<file path="config.mk">
export PLATFORM = sky130hd
export DESIGN_NAME = additive_lagged_fibonacci_rng_top_flat
export DESIGN_NICKNAME = d
export VERILOG_FILES = /design/src/sv/alfr_pkg.sv /design/src/sv/alfr_if.sv /design/src/sv/alfr_ram.sv /design/src/sv/alfr_pm.sv /design/src/sv/alfr_rem.sv /design/src/sv/additive_lagged_fibonacci_rng_top.sv /design/src/flat_wrapper.sv
export SDC_FILE = /design/constraint.sdc
export NUM_CORES = 2
export LEC_CHECK = 0
export ABC_AREA = 1
export BUFFER_PORTS_ARGS = -buffer_cell sky130_fd_sc_hd__buf_2
export CORE_MARGIN = 2
export CORE_UTILIZATION = 47
export DETAILED_ROUTE_END_ITERATION = 8
export PLACE_DENSITY = 0.63
export SLEW_MARGIN = 10
export SYNTH_ARGS = -nofsm -noshare
export SYNTH_HDL_FRONTEND = slang
export SYNTH_SLANG_ARGS = --single-unit
</file>
<file path="constraint.sdc">
create_clock -name clock -period 4.7 [get_ports clock]
set_input_delay 0.94 -clock clock [delete_from_list [all_inputs] [get_ports clock]]
set_output_delay 0.94 -clock clock [all_outputs]
set_load 0.05 [all_outputs]
</file>
<file path="src/sv/alfr_pkg.sv">
// ----------------------------------------------------------------------------
// alfr_pkg
// Shared widths and constants of the additive lagged-Fibonacci generator.
// ----------------------------------------------------------------------------
package alfr_pkg;

   localparam int WORD_W  = 32;   // ring word and seed width
   localparam int RAW_W   = 31;   // width of an unreduced draw
   localparam int BOUND_W = 16;   // width of the bound and the reduced value

   // Park-Miller multiplier, walked one bit per step from the top bit down.
   localparam int                  PM_MULT_W = 15;
   localparam logic [PM_MULT_W-1:0] PM_MULT  = 15'd16807;
   localparam int                  PM_CNT_W  = $clog2(PM_MULT_W);

   // Park-Miller modulus, 2^31 - 1.
   localparam logic [RAW_W-1:0] PM_MOD = 31'h7fff_ffff;

   // The remainder unit retires this many dividend bits per cycle.
   localparam int REM_DIGIT_W = 2;
   localparam int REM_SR_W    = 32;
   localparam int REM_STEPS   = REM_SR_W / REM_DIGIT_W;
   localparam int REM_CNT_W   = $clog2(REM_STEPS);

endpackage

</file>
<file path="src/sv/alfr_if.sv">
// ----------------------------------------------------------------------------
// alfr_req_if / alfr_rsp_if
// Valid/ready channels carrying requests into and results out of the
// generator.
// ----------------------------------------------------------------------------
interface alfr_req_if;
   logic                         valid;
   logic                         ready;
   logic                         action;
   logic [alfr_pkg::WORD_W-1:0]  seed_value;
   logic [alfr_pkg::BOUND_W-1:0] bound;

   modport source (output valid, action, seed_value, bound, input ready);
   modport sink (input valid, action, seed_value, bound, output ready);
   modport monitor (input valid, ready, action, seed_value, bound);
endinterface

interface alfr_rsp_if;
   logic                         valid;
   logic                         ready;
   logic [alfr_pkg::BOUND_W-1:0] value;
   logic [alfr_pkg::RAW_W-1:0]   raw_draw;
   logic                         bound_error;

   modport source (output valid, value, raw_draw, bound_error, input ready);
   modport sink (input valid, value, raw_draw, bound_error, output ready);
   modport monitor (input valid, ready, value, raw_draw, bound_error);
endinterface

</file>
<file path="src/sv/alfr_ram.sv">
// ----------------------------------------------------------------------------
// alfr_ram
// Generic single-write, single-read RAM with a registered read port.
// ----------------------------------------------------------------------------
module alfr_ram #(
   parameter int WIDTH = 32,
   parameter int DEPTH = 31
) (
   input  logic                     clock,
   input  logic                     wr_en,
   input  logic [$clog2(DEPTH)-1:0] wr_addr,
   input  logic [WIDTH-1:0]         wr_data,
   input  logic [$clog2(DEPTH)-1:0] rd_addr,
   output logic [WIDTH-1:0]         rd_data
);

   logic [WIDTH-1:0] mem_ff [DEPTH];
   logic [WIDTH-1:0] rd_data_ff;

   always_ff @(posedge clock) begin
      if (wr_en) begin
         mem_ff[wr_addr] <= wr_data;
      end
      rd_data_ff <= mem_ff[rd_addr];
   end

   assign rd_data = rd_data_ff;

endmodule

</file>
<file path="src/sv/alfr_pm.sv">
// ----------------------------------------------------------------------------
// alfr_pm
// Bit-serial Park-Miller step: 16807 * w mod (2^31 - 1), w taken as signed.
// ----------------------------------------------------------------------------
module alfr_pm (
   input  logic                        clock,
   input  logic                        reset,
   input  logic                        start,
   input  logic [alfr_pkg::WORD_W-1:0] word_in,
   output logic                        done,
   output logic [alfr_pkg::WORD_W-1:0] word_out
);

   typedef enum logic [2:0] {
      PM_IDLE,
      PM_REDUCE,
      PM_DOUBLE,
      PM_ADD,
      PM_FIX
   } pm_state_type;

   localparam logic [alfr_pkg::WORD_W-1:0] MOD_WIDE = {1'b0, alfr_pkg::PM_MOD};

   pm_state_type                       state_ff, state_in;
   logic                               done_ff, done_in;
   logic                               neg_ff, neg_in;
   logic [alfr_pkg::WORD_W-1:0]        mag_ff, mag_in;
   logic [alfr_pkg::RAW_W-1:0]         acc_ff, acc_in;
   logic [alfr_pkg::PM_MULT_W-1:0]     mult_sr_ff, mult_sr_in;
   logic [alfr_pkg::PM_CNT_W-1:0]      cnt_ff, cnt_in;
   logic [alfr_pkg::WORD_W-1:0]        twice;
   logic [alfr_pkg::WORD_W-1:0]        plus;

   always_comb begin
      state_in   = state_ff;
      done_in    = 1'b0;
      neg_in     = neg_ff;
      mag_in     = mag_ff;
      acc_in     = acc_ff;
      mult_sr_in = mult_sr_ff;
      cnt_in     = cnt_ff;
      twice      = {acc_ff, 1'b0};
      plus       = {1'b0, acc_ff} + mag_ff;
      case (state_ff)
         PM_IDLE: begin
            if (start) begin
               neg_in   = word_in[alfr_pkg::WORD_W-1];
               mag_in   = word_in[alfr_pkg::WORD_W-1] ?
                          (alfr_pkg::WORD_W'(0) - word_in) : word_in;
               state_in = PM_REDUCE;
            end
         end
         PM_REDUCE: begin
            // The magnitude can reach 2^31, one above the modulus.
            if (mag_ff >= MOD_WIDE) begin
               mag_in = mag_ff - MOD_WIDE;
            end
            acc_in     = '0;
            mult_sr_in = alfr_pkg::PM_MULT;
            cnt_in     = '0;
            state_in   = PM_DOUBLE;
         end
         PM_DOUBLE: begin
            acc_in   = (twice >= MOD_WIDE) ? alfr_pkg::RAW_W'(twice - MOD_WIDE)
                                           : twice[alfr_pkg::RAW_W-1:0];
            state_in = PM_ADD;
         end
         PM_ADD: begin
            if (mult_sr_ff[alfr_pkg::PM_MULT_W-1]) begin
               acc_in = (plus >= MOD_WIDE) ? alfr_pkg::RAW_W'(plus - MOD_WIDE)
                                           : plus[alfr_pkg::RAW_W-1:0];
            end
            mult_sr_in = {mult_sr_ff[alfr_pkg::PM_MULT_W-2:0], 1'b0};
            cnt_in     = cnt_ff + 1'b1;
            if (cnt_ff == alfr_pkg::PM_CNT_W'(alfr_pkg::PM_MULT_W - 1)) begin
               state_in = PM_FIX;
            end else begin
               state_in = PM_DOUBLE;
            end
         end
         PM_FIX: begin
            // A negative input maps a non-zero remainder back to M - r.
            if (neg_ff && (acc_ff != '0)) begin
               acc_in = alfr_pkg::PM_MOD - acc_ff;
            end
            done_in  = 1'b1;
            state_in = PM_IDLE;
         end
         default: begin
            state_in = PM_IDLE;
         end
      endcase
   end

   always_ff @(posedge clock) begin
      if (reset) begin
         state_ff <= PM_IDLE;
         done_ff  <= 1'b0;
      end else begin
         state_ff <= state_in;
         done_ff  <= done_in;
      end
      neg_ff     <= neg_in;
      mag_ff     <= mag_in;
      acc_ff     <= acc_in;
      mult_sr_ff <= mult_sr_in;
      cnt_ff     <= cnt_in;
   end

   assign done     = done_ff;
   assign word_out = {1'b0, acc_ff};

endmodule

</file>
<file path="src/sv/alfr_rem.sv">
// ----------------------------------------------------------------------------
// alfr_rem
// Restoring remainder of a 31-bit draw by a 16-bit bound, two dividend bits
// shifted in per cycle.
// ----------------------------------------------------------------------------
module alfr_rem (
   input  logic                         clock,
   input  logic                         reset,
   input  logic                         start,
   input  logic [alfr_pkg::RAW_W-1:0]   dividend,
   input  logic [alfr_pkg::BOUND_W-1:0] divisor,
   output logic                         done,
   output logic [alfr_pkg::BOUND_W-1:0] remainder
);

   logic                          busy_ff, busy_in;
   logic                          done_ff, done_in;
   logic [alfr_pkg::REM_SR_W-1:0] sr_ff, sr_in;
   logic [alfr_pkg::BOUND_W-1:0]  rem_ff, rem_in;
   logic [alfr_pkg::BOUND_W-1:0]  div_ff, div_in;
   logic [alfr_pkg::REM_CNT_W-1:0] cnt_ff, cnt_in;
   logic [alfr_pkg::BOUND_W-1:0]  part;
   logic [alfr_pkg::BOUND_W:0]    trial;

   always_comb begin
      busy_in = busy_ff;
      done_in = 1'b0;
      sr_in   = sr_ff;
      rem_in  = rem_ff;
      div_in  = div_ff;
      cnt_in  = cnt_ff;
      part    = rem_ff;
      trial   = '0;
      if (busy_ff) begin
         // The partial remainder stays below the divisor, so each trial
         // fits in one bit more than the bound.
         for (int i = 0; i < alfr_pkg::REM_DIGIT_W; i++) begin
            trial = {part, sr_ff[alfr_pkg::REM_SR_W-1-i]};
            if (trial >= {1'b0, div_ff}) begin
               trial = trial - {1'b0, div_ff};
            end
            part = trial[alfr_pkg::BOUND_W-1:0];
         end
         rem_in = part;
         sr_in  = {sr_ff[alfr_pkg::REM_SR_W-alfr_pkg::REM_DIGIT_W-1:0],
                   {alfr_pkg::REM_DIGIT_W{1'b0}}};
         cnt_in = cnt_ff + 1'b1;
         if (cnt_ff == alfr_pkg::REM_CNT_W'(alfr_pkg::REM_STEPS - 1)) begin
            busy_in = 1'b0;
            done_in = 1'b1;
         end
      end else if (start) begin
         sr_in   = {{(alfr_pkg::REM_SR_W - alfr_pkg::RAW_W){1'b0}}, dividend};
         rem_in  = '0;
         div_in  = divisor;
         cnt_in  = '0;
         busy_in = 1'b1;
      end
   end

   always_ff @(posedge clock) begin
      if (reset) begin
         busy_ff <= 1'b0;
         done_ff <= 1'b0;
      end else begin
         busy_ff <= busy_in;
         done_ff <= done_in;
      end
      sr_ff  <= sr_in;
      rem_ff <= rem_in;
      div_ff <= div_in;
      cnt_ff <= cnt_in;
   end

   assign done      = done_ff;
   assign remainder = rem_ff;

endmodule

</file>
<file path="src/sv/additive_lagged_fibonacci_rng_top.sv">
// ----------------------------------------------------------------------------
// additive_lagged_fibonacci_rng_top
// Additive lagged-Fibonacci random number generator with bounded draws.
// ----------------------------------------------------------------------------
// Each request transaction either reseeds the generator (action 1) or draws
// one number below the requested bound (action 0), and every request gives
// exactly one result transaction. The generator state is a ring of
// RING_DEPTH 32-bit words held in a small RAM; a draw adds the rear word into
// the front word, returns the sum shifted right by one as raw_draw, and
// returns raw_draw modulo bound as value. A zero bound still advances the
// generator but gives value 0 with bound_error set. Items are handled one at
// a time. A draw passes through the ring RAM traffic (read front, read rear,
// write back), waits on the remainder unit, which retires two dividend bits
// per cycle, and loads the output register once it is free or being emptied.
// The next request can be taken in the cycle in which the result appears; a
// draw with a zero bound skips the remainder unit. A reseed, and the very
// first draw after reset, which seeds with 1, first fills the ring with the
// bit-serial Park-Miller unit and then runs RING_DEPTH * WARMUP_FACTOR
// discarded draws. The request side is ready whenever the sequencer is idle,
// even while an earlier result transaction still waits in the output
// register.
// ----------------------------------------------------------------------------
module additive_lagged_fibonacci_rng_top #(
   parameter int RING_DEPTH    = 31,
   parameter int INDEX_GAP     = 3,
   parameter int WARMUP_FACTOR = 10
) (
   input logic         clock,
   input logic         reset,
   alfr_req_if.sink    req_bus,
   alfr_rsp_if.source  rsp_bus
);

   localparam int IDX_W      = $clog2(RING_DEPTH);
   localparam int WARM_TOTAL = RING_DEPTH * WARMUP_FACTOR;
   localparam int WARM_W     = (WARM_TOTAL < 2) ? 1 : $clog2(WARM_TOTAL + 1);

   localparam logic [IDX_W-1:0]  LAST_IDX  = IDX_W'(RING_DEPTH - 1);
   localparam logic [IDX_W-1:0]  GAP_IDX   = IDX_W'(INDEX_GAP);
   localparam logic [WARM_W-1:0] WARM_LAST = WARM_W'(WARM_TOTAL - 1);

   typedef enum logic [3:0] {
      ST_IDLE,
      ST_SEED,
      ST_PM_START,
      ST_PM_WAIT,
      ST_RD_FRONT,
      ST_RD_REAR,
      ST_UPDATE,
      ST_REM_WAIT,
      ST_RESULT
   } state_type;

   state_type                     state_ff, state_in;
   logic                          seeded_ff, seeded_in;
   logic                          action_ff, action_in;
   logic [alfr_pkg::WORD_W-1:0]   seed_ff, seed_in;
   logic [alfr_pkg::BOUND_W-1:0]  bound_ff, bound_in;
   logic [IDX_W-1:0]              front_ff, front_in;
   logic [IDX_W-1:0]              rear_ff, rear_in;
   logic [IDX_W-1:0]              fill_ff, fill_in;
   logic [WARM_W-1:0]             warm_ff, warm_in;
   logic                          warming_ff, warming_in;
   logic [alfr_pkg::WORD_W-1:0]   word_f_ff, word_f_in;
   logic [alfr_pkg::BOUND_W-1:0]  value_ff, value_in;
   logic [alfr_pkg::RAW_W-1:0]    raw_ff, raw_in;
   logic                          err_ff, err_in;
   logic                          rsp_valid_ff, rsp_valid_in;
   logic [alfr_pkg::BOUND_W-1:0]  rsp_value_ff, rsp_value_in;
   logic [alfr_pkg::RAW_W-1:0]    rsp_raw_ff, rsp_raw_in;
   logic                          rsp_err_ff, rsp_err_in;

   logic                          ram_wr_en;
   logic [IDX_W-1:0]              ram_wr_addr;
   logic [alfr_pkg::WORD_W-1:0]   ram_wr_data;
   logic [IDX_W-1:0]              ram_rd_addr;
   logic [alfr_pkg::WORD_W-1:0]   ram_rd_data;
   logic                          pm_start;
   logic                          pm_done;
   logic [alfr_pkg::WORD_W-1:0]   pm_word;
   logic                          rem_start;
   logic                          rem_done;
   logic [alfr_pkg::BOUND_W-1:0]  rem_value;
   logic [alfr_pkg::WORD_W-1:0]   sum;

   alfr_ram #(
      .WIDTH (alfr_pkg::WORD_W),
      .DEPTH (RING_DEPTH)
   ) u_ring (
      .clock   (clock),
      .wr_en   (ram_wr_en),
      .wr_addr (ram_wr_addr),
      .wr_data (ram_wr_data),
      .rd_addr (ram_rd_addr),
      .rd_data (ram_rd_data)
   );

   alfr_pm u_pm (
      .clock    (clock),
      .reset    (reset),
      .start    (pm_start),
      .word_in  (seed_ff),
      .done     (pm_done),
      .word_out (pm_word)
   );

   alfr_rem u_rem (
      .clock     (clock),
      .reset     (reset),
      .start     (rem_start),
      .dividend  (sum[alfr_pkg::WORD_W-1:1]),
      .divisor   (bound_ff),
      .done      (rem_done),
      .remainder (rem_value)
   );

   // The rear word is the RAM's read data when the update state runs, and
   // the front word was captured in the read-rear state just before it.
   assign sum = word_f_ff + ram_rd_data;

   always_comb begin
      state_in     = state_ff;
      seeded_in    = seeded_ff;
      action_in    = action_ff;
      seed_in      = seed_ff;
      bound_in     = bound_ff;
      front_in     = front_ff;
      rear_in      = rear_ff;
      fill_in      = fill_ff;
      warm_in      = warm_ff;
      warming_in   = warming_ff;
      word_f_in    = word_f_ff;
      value_in     = value_ff;
      raw_in       = raw_ff;
      err_in       = err_ff;
      rsp_valid_in = rsp_valid_ff;
      rsp_value_in = rsp_value_ff;
      rsp_raw_in   = rsp_raw_ff;
      rsp_err_in   = rsp_err_ff;
      ram_wr_en    = 1'b0;
      ram_wr_addr  = front_ff;
      ram_wr_data  = sum;
      ram_rd_addr  = front_ff;
      pm_start     = 1'b0;
      rem_start    = 1'b0;

      if (rsp_valid_ff && rsp_bus.ready) begin
         rsp_valid_in = 1'b0;
      end

      case (state_ff)
         ST_IDLE: begin
            if (req_bus.valid) begin
               action_in = req_bus.action;
               bound_in  = req_bus.bound;
               // A draw before any seed runs a seed of 1 first.
               seed_in   = req_bus.action ? req_bus.seed_value
                                          : alfr_pkg::WORD_W'(1);
               if (req_bus.action || !seeded_ff) begin
                  state_in = ST_SEED;
               end else begin
                  warming_in = 1'b0;
                  state_in   = ST_RD_FRONT;
               end
            end
         end
         ST_SEED: begin
            // A zero seed is taken as one; the word goes into ring slot 0
            // and also feeds the first Park-Miller step.
            if (seed_ff == '0) begin
               seed_in = alfr_pkg::WORD_W'(1);
            end
            ram_wr_en   = 1'b1;
            ram_wr_addr = '0;
            ram_wr_data = (seed_ff == '0) ? alfr_pkg::WORD_W'(1) : seed_ff;
            fill_in     = IDX_W'(1);
            seeded_in   = 1'b1;
            state_in    = ST_PM_START;
         end
         ST_PM_START: begin
            pm_start = 1'b1;
            state_in = ST_PM_WAIT;
         end
         ST_PM_WAIT: begin
            if (pm_done) begin
               ram_wr_en   = 1'b1;
               ram_wr_addr = fill_ff;
               ram_wr_data = pm_word;
               seed_in     = pm_word;
               if (fill_ff == LAST_IDX) begin
                  front_in = GAP_IDX;
                  rear_in  = '0;
                  warm_in  = '0;
                  if (WARM_TOTAL == 0) begin
                     if (action_ff) begin
                        value_in = '0;
                        raw_in   = '0;
                        err_in   = 1'b0;
                        state_in = ST_RESULT;
                     end else begin
                        warming_in = 1'b0;
                        state_in   = ST_RD_FRONT;
                     end
                  end else begin
                     warming_in = 1'b1;
                     state_in   = ST_RD_FRONT;
                  end
               end else begin
                  fill_in  = fill_ff + 1'b1;
                  state_in = ST_PM_START;
               end
            end
         end
         ST_RD_FRONT: begin
            ram_rd_addr = front_ff;
            state_in    = ST_RD_REAR;
         end
         ST_RD_REAR: begin
            ram_rd_addr = rear_ff;
            word_f_in   = ram_rd_data;
            state_in    = ST_UPDATE;
         end
         ST_UPDATE: begin
            ram_wr_en   = 1'b1;
            ram_wr_addr = front_ff;
            ram_wr_data = sum;
            front_in    = (front_ff == LAST_IDX) ? '0 : front_ff + 1'b1;
            rear_in     = (rear_ff == LAST_IDX) ? '0 : rear_ff + 1'b1;
            if (warming_ff) begin
               warm_in = warm_ff + 1'b1;
               if (warm_ff == WARM_LAST) begin
                  warming_in = 1'b0;
                  if (action_ff) begin
                     value_in = '0;
                     raw_in   = '0;
                     err_in   = 1'b0;
                     state_in = ST_RESULT;
                  end else begin
                     state_in = ST_RD_FRONT;
                  end
               end else begin
                  state_in = ST_RD_FRONT;
               end
            end else begin
               raw_in = sum[alfr_pkg::WORD_W-1:1];
               if (bound_ff == '0) begin
                  value_in = '0;
                  err_in   = 1'b1;
                  state_in = ST_RESULT;
               end else begin
                  rem_start = 1'b1;
                  state_in  = ST_REM_WAIT;
               end
            end
         end
         ST_REM_WAIT: begin
            if (rem_done) begin
               value_in = rem_value;
               err_in   = 1'b0;
               state_in = ST_RESULT;
            end
         end
         ST_RESULT: begin
            // Hand over to the output register once it is free or being
            // emptied in this cycle.
            if (!rsp_valid_ff || rsp_bus.ready) begin
               rsp_valid_in = 1'b1;
               rsp_value_in = value_ff;
               rsp_raw_in   = raw_ff;
               rsp_err_in   = err_ff;
               state_in     = ST_IDLE;
            end
         end
         default: begin
            state_in = ST_IDLE;
         end
      endcase
   end

   always_ff @(posedge clock) begin
      if (reset) begin
         state_ff     <= ST_IDLE;
         seeded_ff    <= 1'b0;
         front_ff     <= GAP_IDX;
         rear_ff      <= '0;
         warming_ff   <= 1'b0;
         rsp_valid_ff <= 1'b0;
      end else begin
         state_ff     <= state_in;
         seeded_ff    <= seeded_in;
         front_ff     <= front_in;
         rear_ff      <= rear_in;
         warming_ff   <= warming_in;
         rsp_valid_ff <= rsp_valid_in;
      end
      action_ff    <= action_in;
      seed_ff      <= seed_in;
      bound_ff     <= bound_in;
      fill_ff      <= fill_in;
      warm_ff      <= warm_in;
      word_f_ff    <= word_f_in;
      value_ff     <= value_in;
      raw_ff       <= raw_in;
      err_ff       <= err_in;
      rsp_value_ff <= rsp_value_in;
      rsp_raw_ff   <= rsp_raw_in;
      rsp_err_ff   <= rsp_err_in;
   end

   assign req_bus.ready       = (state_ff == ST_IDLE);
   assign rsp_bus.valid       = rsp_valid_ff;
   assign rsp_bus.value       = rsp_value_ff;
   assign rsp_bus.raw_draw    = rsp_raw_ff;
   assign rsp_bus.bound_error = rsp_err_ff;

endmodule

</file>
<file path="src/flat_wrapper.sv">
// flat-port wrapper written by rule: the top's interface ports become plain ports
module additive_lagged_fibonacci_rng_top_flat 
#(
   parameter int RING_DEPTH    = 31,
   parameter int INDEX_GAP     = 3,
   parameter int WARMUP_FACTOR = 10
)
  (clock, reset, req_bus_valid, req_bus_action, req_bus_seed_value, req_bus_bound, req_bus_ready, rsp_bus_valid, rsp_bus_value, rsp_bus_raw_draw, rsp_bus_bound_error, rsp_bus_ready);
  alfr_req_if req_bus_i ();
  alfr_rsp_if rsp_bus_i ();
  input logic clock;
  input logic reset;
  input wire logic [$bits(req_bus_i.valid)-1:0] req_bus_valid;
  input wire logic [$bits(req_bus_i.action)-1:0] req_bus_action;
  input wire logic [$bits(req_bus_i.seed_value)-1:0] req_bus_seed_value;
  input wire logic [$bits(req_bus_i.bound)-1:0] req_bus_bound;
  output wire logic [$bits(req_bus_i.ready)-1:0] req_bus_ready;
  output wire logic [$bits(rsp_bus_i.valid)-1:0] rsp_bus_valid;
  output wire logic [$bits(rsp_bus_i.value)-1:0] rsp_bus_value;
  output wire logic [$bits(rsp_bus_i.raw_draw)-1:0] rsp_bus_raw_draw;
  output wire logic [$bits(rsp_bus_i.bound_error)-1:0] rsp_bus_bound_error;
  input wire logic [$bits(rsp_bus_i.ready)-1:0] rsp_bus_ready;
  assign req_bus_i.valid = req_bus_valid;
  assign req_bus_i.action = req_bus_action;
  assign req_bus_i.seed_value = req_bus_seed_value;
  assign req_bus_i.bound = req_bus_bound;
  assign req_bus_ready = req_bus_i.ready;
  assign rsp_bus_valid = rsp_bus_i.valid;
  assign rsp_bus_value = rsp_bus_i.value;
  assign rsp_bus_raw_draw = rsp_bus_i.raw_draw;
  assign rsp_bus_bound_error = rsp_bus_i.bound_error;
  assign rsp_bus_i.ready = rsp_bus_ready;
  additive_lagged_fibonacci_rng_top #(.RING_DEPTH(RING_DEPTH), .INDEX_GAP(INDEX_GAP), .WARMUP_FACTOR(WARMUP_FACTOR)) u_core (.clock(clock), .reset(reset), .req_bus(req_bus_i), .rsp_bus(rsp_bus_i));
endmodule
</file>
# Word-level counts from Yosys, hierarchy flattened
# Memories as Yosys holds them, arrays and structs flattened. A register that Yosys moved wholly into a read port is not among the register bits.
# Index checks and enable logic that the tools add are counted.
# op_classes
muxes	97
reduce_logical	36
addsub	15
magnitude_cmp	5
eq_ne	35
bitwise_logic	1
# ops
op	count
2-to-1 mux 32 bit	10
2-to-1 mux 31 bit	7
2-to-1 mux 16 bit	10
case mux 32 bit (2 select lines)	2
case mux 31 bit (4 select lines)	1
greater-or-equal comparator 32 x 31 -> 1 bit (second input constant)	3
case mux 32 bit (3 select lines)	1
subtractor 31 bit (second input constant)	2
2-to-1 mux 5 bit	10
2-to-1 mux 4 bit	10
case mux 5 bit (2 select lines)	4
case mux 4 bit (9 select lines)	1
greater-or-equal comparator 17 x 16 -> 1 bit	2
adder 31 x 32 -> 32 bit	1
adder 32 bit	1
zero test 32 bit	1
case mux 16 bit (2 select lines)	1
subtractor 1 x 32 -> 32 bit (first input constant)	1
subtractor 16 bit	2
subtractor 32 x 31 -> 32 bit (second input constant)	1
nonzero test 31 bit	1
subtractor 31 bit (first input constant)	1
case mux 15 bit (2 select lines)	1
2-to-1 mux 9 bit	3
other kinds (39)	112
# word_totals
wordCells	222
mem_count	1
register_bits	365
ram_bits	992
in_bits	53
output_inout_bits	50
# memory_table
name	words	word_bits	rd	rd_clocked_by_memory_dff	write_ports	line	rtl
u_core.u_ring.mem_ff	31	32	1	1	1	alfr_ram.sv:17	logic [WIDTH-1:0] mem_ff [DEPTH];

# Depth between registers and ports, before layout
# depth
depth_word	6
mapped_depth	33
mapped_depth_nobuf	32

# Cells and area by module
# A second synthesis with hierarchy kept.
# unflattened
hier_cells	6856
hier_area_um2	66253.5
# by_module_without_submodules
module	seq_area_each_um2	area_per_inst_um2	cells_per_inst	instances
alfr_ram	30429.2	40665.3	3407	1
additive_lagged_fibonacci_rng_top	6075.8	11232.0	1296	1
alfr_pm	2572.5	9321.4	1540	1
alfr_rem	2062.0	5034.8	613	1

# Worst setup path after synthesis
# No wires, ideal clock.
# synth_timing
kind	register to register
start	register u_core.u_rem.rem_ff (netlist bit u_core.u_rem.remainder[1])
end	register u_core.u_rem.rem_ff (netlist bit u_core.u_rem.remainder[10]), data pin
path_stages_with_launch	32
period_less_slack_ns	4.228
arrival_time_ns	3.975
path_buffers	2
slack_ns	0.472
setup_time_ns	0.253
required_ns	4.447
cell_sequence	edfxtp_1 ha_1 nand2_1 nand2_1 a31oi_1 o21ai_1 nand2_1 nand2_1 a21o_1 nand3b_1 nand2_1 clkbuf_1 o21ai_0 inv_1 ha_1 a21oi_1 nand2_1 nand2_1 nand2_1 nand2_1 nand2_1 nand4_1 nand2_1 nand3_1 nand2_1 a21oi_1 nand2_1 a21oi_2 buf_2 nand2_1 nand2_1 nor2_1
# synth_via
elab_chain_cells	6
word_cells_on_any_way	8
classes_between	add/sub (2); order compare (2); mux (4)
# synth_lines
element	line	rtl
from (decl)	alfr_rem.sv:19	logic [alfr_pkg::BOUND_W-1:0] rem_ff, rem_in;
from (signal assigned)	alfr_rem.sv:70	rem_ff <= rem_in;
subtractor 16 bit / greater-or-equal comparator 17 x 16 -> 1 bit (equally long branches)	alfr_rem.sv:40, alfr_rem.sv:39	
2-to-1 mux 16 bit *	alfr_rem.sv:39	if (trial >= {1'b0, div_ff}) begin
2-to-1 mux 16 bit *	alfr_rem.sv:34	if (busy_ff) begin
subtractor 16 bit / greater-or-equal comparator 17 x 16 -> 1 bit (equally long branches)	alfr_rem.sv:40, alfr_rem.sv:39	
2-to-1 mux 16 bit *	alfr_rem.sv:39	
2-to-1 mux 16 bit *	alfr_rem.sv:34	
# Every way passes the cells marked *; elsewhere a longest branch is shown, timed or not. The select of a mux whose other input is x is not followed.
# A chain may end at the register's enable or synchronous reset.

# Worst setup path in the final report
# layout_timing
start	register u_core.u_rem.rem_ff (netlist bit u_core.u_rem.remainder[14])
end	register u_core.u_rem.rem_ff (netlist bit u_core.u_rem.remainder[14]), data pin
# layout_via
elab_chain_cells	6
word_cells_on_any_way	8
classes_between	add/sub (2); order compare (2); mux (4)
# layout_lines
element	line
greater-or-equal comparator 17 x 16 -> 1 bit / subtractor 16 bit (equally long branches)	alfr_rem.sv:39, alfr_rem.sv:40
2-to-1 mux 16 bit *	alfr_rem.sv:39
2-to-1 mux 16 bit *	alfr_rem.sv:34
subtractor 16 bit / greater-or-equal comparator 17 x 16 -> 1 bit (equally long branches)	alfr_rem.sv:40, alfr_rem.sv:39
2-to-1 mux 16 bit *	alfr_rem.sv:39
2-to-1 mux 16 bit *	alfr_rem.sv:34
# Marked as above.

==> impl_metrics.toml <==
[outcome]
status = "complete, no violations"

[synth]
synthMuxAreaShare_pct = 0
synth_compound_area_share_pct = 12.5
yosysTopAreaCellShare_pct = 63.8
yosysWarnings = 0
synth_xor_area_share_pct = 1.42
synth_nets = 5894
ys.flop_type = "edfxtp_1"
synth_top_family_by_area = "simple AND/OR/NAND/NOR gates"
synth_async_sr_flop_share_pct = 0
synth_edf_count = 1332
synth_top_cell_by_area = "edfxtp_1"
syn_avg_cell_area_um2 = 10.9
synth_fa_ha_area_share_pct = 2.28
seq_area_frac_synth_pct = 65.6
synth_area_um2 = 62700
yosys-top-cells-area = "edfxtp_1, o21ai_0, nor2_1"
yosys.area_share.simple_pct = 13.4
ys_seq_elements = 1389
syn_inst = 5729
ys_types = 54

[drt]
first_pass_iters = 8
routed_wl_mm = 178
drtAntennaViolNets = 0
route.detailed.drc = 0
vias = 45000
viasPerCell = 5.77
wl_per_cell_um = 22.8
dr.first_iter.drc_count = 4860

[global_routing]
grt_pass1_wl_mm = 265
grt_max_degree = 187
antenna_found_initial = 2
overflow = 0
track_usage_pct = 25.7
grt_pass1_vias = 42100

[critical_path]
critPathRequiredTime_ns = 5.25
crit_family = "simple AND/OR/NAND/NOR gates"
slowest_stage = "edfxtp_1"
slowest_delay_ns = 0.43
crit_buf_inv = 7
crit_type = "reg2reg"
start_kind = "flip-flop"
arrival_ns = 5.01
crit_path_end_kind = "flip-flop"
cp_max_fo = 15

[floorplan]
die_h_um = 369
initial_utilization_pct = 47.1
io_pins = 103
coreArea_um2 = 133000
dieWidth_um = 369
rows = 134
die_area_um2 = 136000

[placed_design]
io_buffer_count = 102
dp_hpwl_mm = 114
place_congestion = 0.930

[hold_path]
hold_class = "in2reg"

[sta]
finalCritPeriodShare_pct = 94.9
slew_headroom_pct = 20.9
clock.fmax_mhz = 224
drv_slew = 0
whs_ns = 0.313
hold_violations = 0
min_period_ns = 4.46
worstMarginPinSlew_ns = 1.18
finClkSkew_ns = 0.0283
fin_tns_setup_ns = 0
setup_viol = 0

[layout]
layout.nets = 6073
syn2layout_area_growth_pct = 14.0
drive_gt1_share_pct = 10.9

[clock_tree]
clk_latency_ns = 0.81
clk_pin_slew_ns = 0.06
ctsHoldBuffers = 0
clockBufferDepth = 3
h-tree-depth = 4
clock-root-buffer = "clkbuf_16"
cts.sinks = 1389
cts_buffers = 147
cts_tree = "done"

[power_and_ir_drop]
vdd_ir_drop_max_mv = 0.534
power.density_nw_per_um2 = 626
power.leakage_nw = 25.7

[job]
cap_viol_max_count = 0
## cells in the mapped netlist, types with 4 or more instances
cell type	instances
xnor2_1	38
inv_2	8
nor2_2	8
nand3_2	4
o22ai_1	117
nor4_1	21
nand2_2	6
o21ai_0	697
buf_4	10
or2_2	9
nand2_1	729
buf_1	15
clkbuf_1	212
edfxtp_1	1332
nand4_1	40
o21bai_1	6
dfxtp_1	57
clkinv_1	4
fa_1	4
o21ai_1	22
buf_2	41
o21a_1	8
inv_1	473
o31ai_1	5
nor3_1	52
a31oi_1	40
ha_1	108
nor2_1	878
o211ai_1	75
nand3b_1	7
a21oi_1	126
o221ai_1	183
xor2_1	62
a22oi_1	16
buf_6	4
nor3b_1	8
nand3_1	275
## layer usage
layer | vias up | part of all wire [%] | track usage [%]
li1 | 20900 | - | -
met1 | 22000 | 44 | 37.1
met2 | 1818 | 46 | 40.2
met3 | 273 | 7.8 | 4.12
met4 | 2 | 2.3 | 7.09
met5 | - | 0.0073 | 0
## sequential cells by signal (all words and copies together) (netlist names), 5 cells and up
signal / flops
u_core.u_pm.acc_ff: 31
u_core.rsp_bus.raw_draw: 31
u_core.front_ff: 5
u_core.u_rem.remainder: 16
u_core.u_pm.mag_ff: 32
u_core.u_pm.mult_sr_ff: 15
u_core.bound_ff: 16
u_core.word_f_ff: 32
u_core.u_ring.mem_ff: 992
u_core.warm_ff: 9
u_core.u_ring.rd_data: 32
u_core.raw_ff: 31
u_core.u_rem.sr_ff: 32
u_core.rear_ff: 5
u_core.seed_ff: 32
u_core.u_rem.div_ff: 16
u_core.rsp_bus.value: 16
u_core.value_ff: 16
u_core.fill_ff: 5
## cell families after synthesis
group / after synthesis
xor+xnor: 101
flops: 1389
simple gates: 2045
fa+ha+maj: 112
compound gates: 1315
buf+inv: 767
## path summary, 6_finish.rpt
check	from	endpoint	slack, ns	cells past startpoint
setup / recovery	u_core.u_rem.remainder[14]	u_core.u_rem.remainder[14]	0.24	25
setup reg to reg	u_core.u_rem.remainder[14]	u_core.u_rem.remainder[14]	0.24	25
hold reg to reg	u_core.value_ff[9]	u_core.rsp_bus.value[9]	0.42	0
hold / removal	req_bus_bound[1]	u_core.bound_ff[1]	0.31	1
## worst register-to-register path: cells and delay by family, from the launching register on
kind / cells / cell delay (ns)
AND/OR/NAND/NOR: 10 / 1.52
buffers and inverters: 7 / 0.81
adder cells (fa/ha/maj): 2 / 0.67
AO/OA/AOI/OAI: 6 / 0.80
flip-flops: 1 / 0.43
## placed cells by master (no fill, tap or decap), types with 28 or more instances in the layout
cell type,Yosys,layout
o21ai_0,697,677
nand4_1,40,40
o22ai_1,117,116
a21oi_1,126,122
clkinv_1,4,28
edfxtp_1,1332,1332
nor3_1,52,51
xnor2_1,38,38
inv_1,473,472
dfxtp_1,57,57
nand3_1,275,274
o221ai_1,183,168
clkbuf_1,212,34
ha_1,108,104
buf_2,41,102
o211ai_1,75,75
nor2_1,878,841
buf_4,10,181
a31oi_1,40,38
clkbuf_16,0,150
nor2_4,1,34
xor2_1,62,62
nand2_1,729,727
## stage by stage
stage | util, % | cells | area, µm² | power [mW] | setup WS, ns
5_1_grt | 53.8 | 7796 | 71500 | 46.9 | -0.0850
3_3_place_gp | 50.1 | 7522 | 66600 | 33.3 | -0.0182
3_5_place_dp | 50.1 | 7522 | 66600 | 33.4 | 0.0251
4_1_cts | 53.6 | 7791 | 71300 | 44.7 | 0.00567
6_report | 53.8 | 7798 | 71500 | 44.8 | 0.238
2_1_floorplan | - | 5729 | 62700 | 27.4 | 0.472
## where the power goes
part	switching [mW]	internal (mW)	total (mW)
Combinational	11.0	3.56	14.6
Sequential	0.758	18.1	18.9
Clock	4.91	6.39	11.3
Total	16.7	28.1	44.8
## final cells by class
| cell class | instances | area [µm²] |
|---|---|---|
| Sequential cell | 1389 | 41100 |
| Clock inverter | 79 | 731 |
| Inverter | 485 | 1840 |
| Antenna cell | 2 | 5.00 |
| Clock buffer | 190 | 3950 |
| Timing Repair Buffer | 312 | 2450 |
| Fill cell | 11400 | 61500 |
| Multi-Input combinational cell | 3573 | 19200 |
| Tap cell | 1768 | 2210 |
## repair_timing
action                                  4_1_cts  5_1_grt
resized for setup                             1       27
cloned                                        0        1
endpoints found under the setup margin        4       16
setup buffers                                 0        4
pin swaps                                     0        3
No activity file was read; power rests on OpenSTA's default activity.
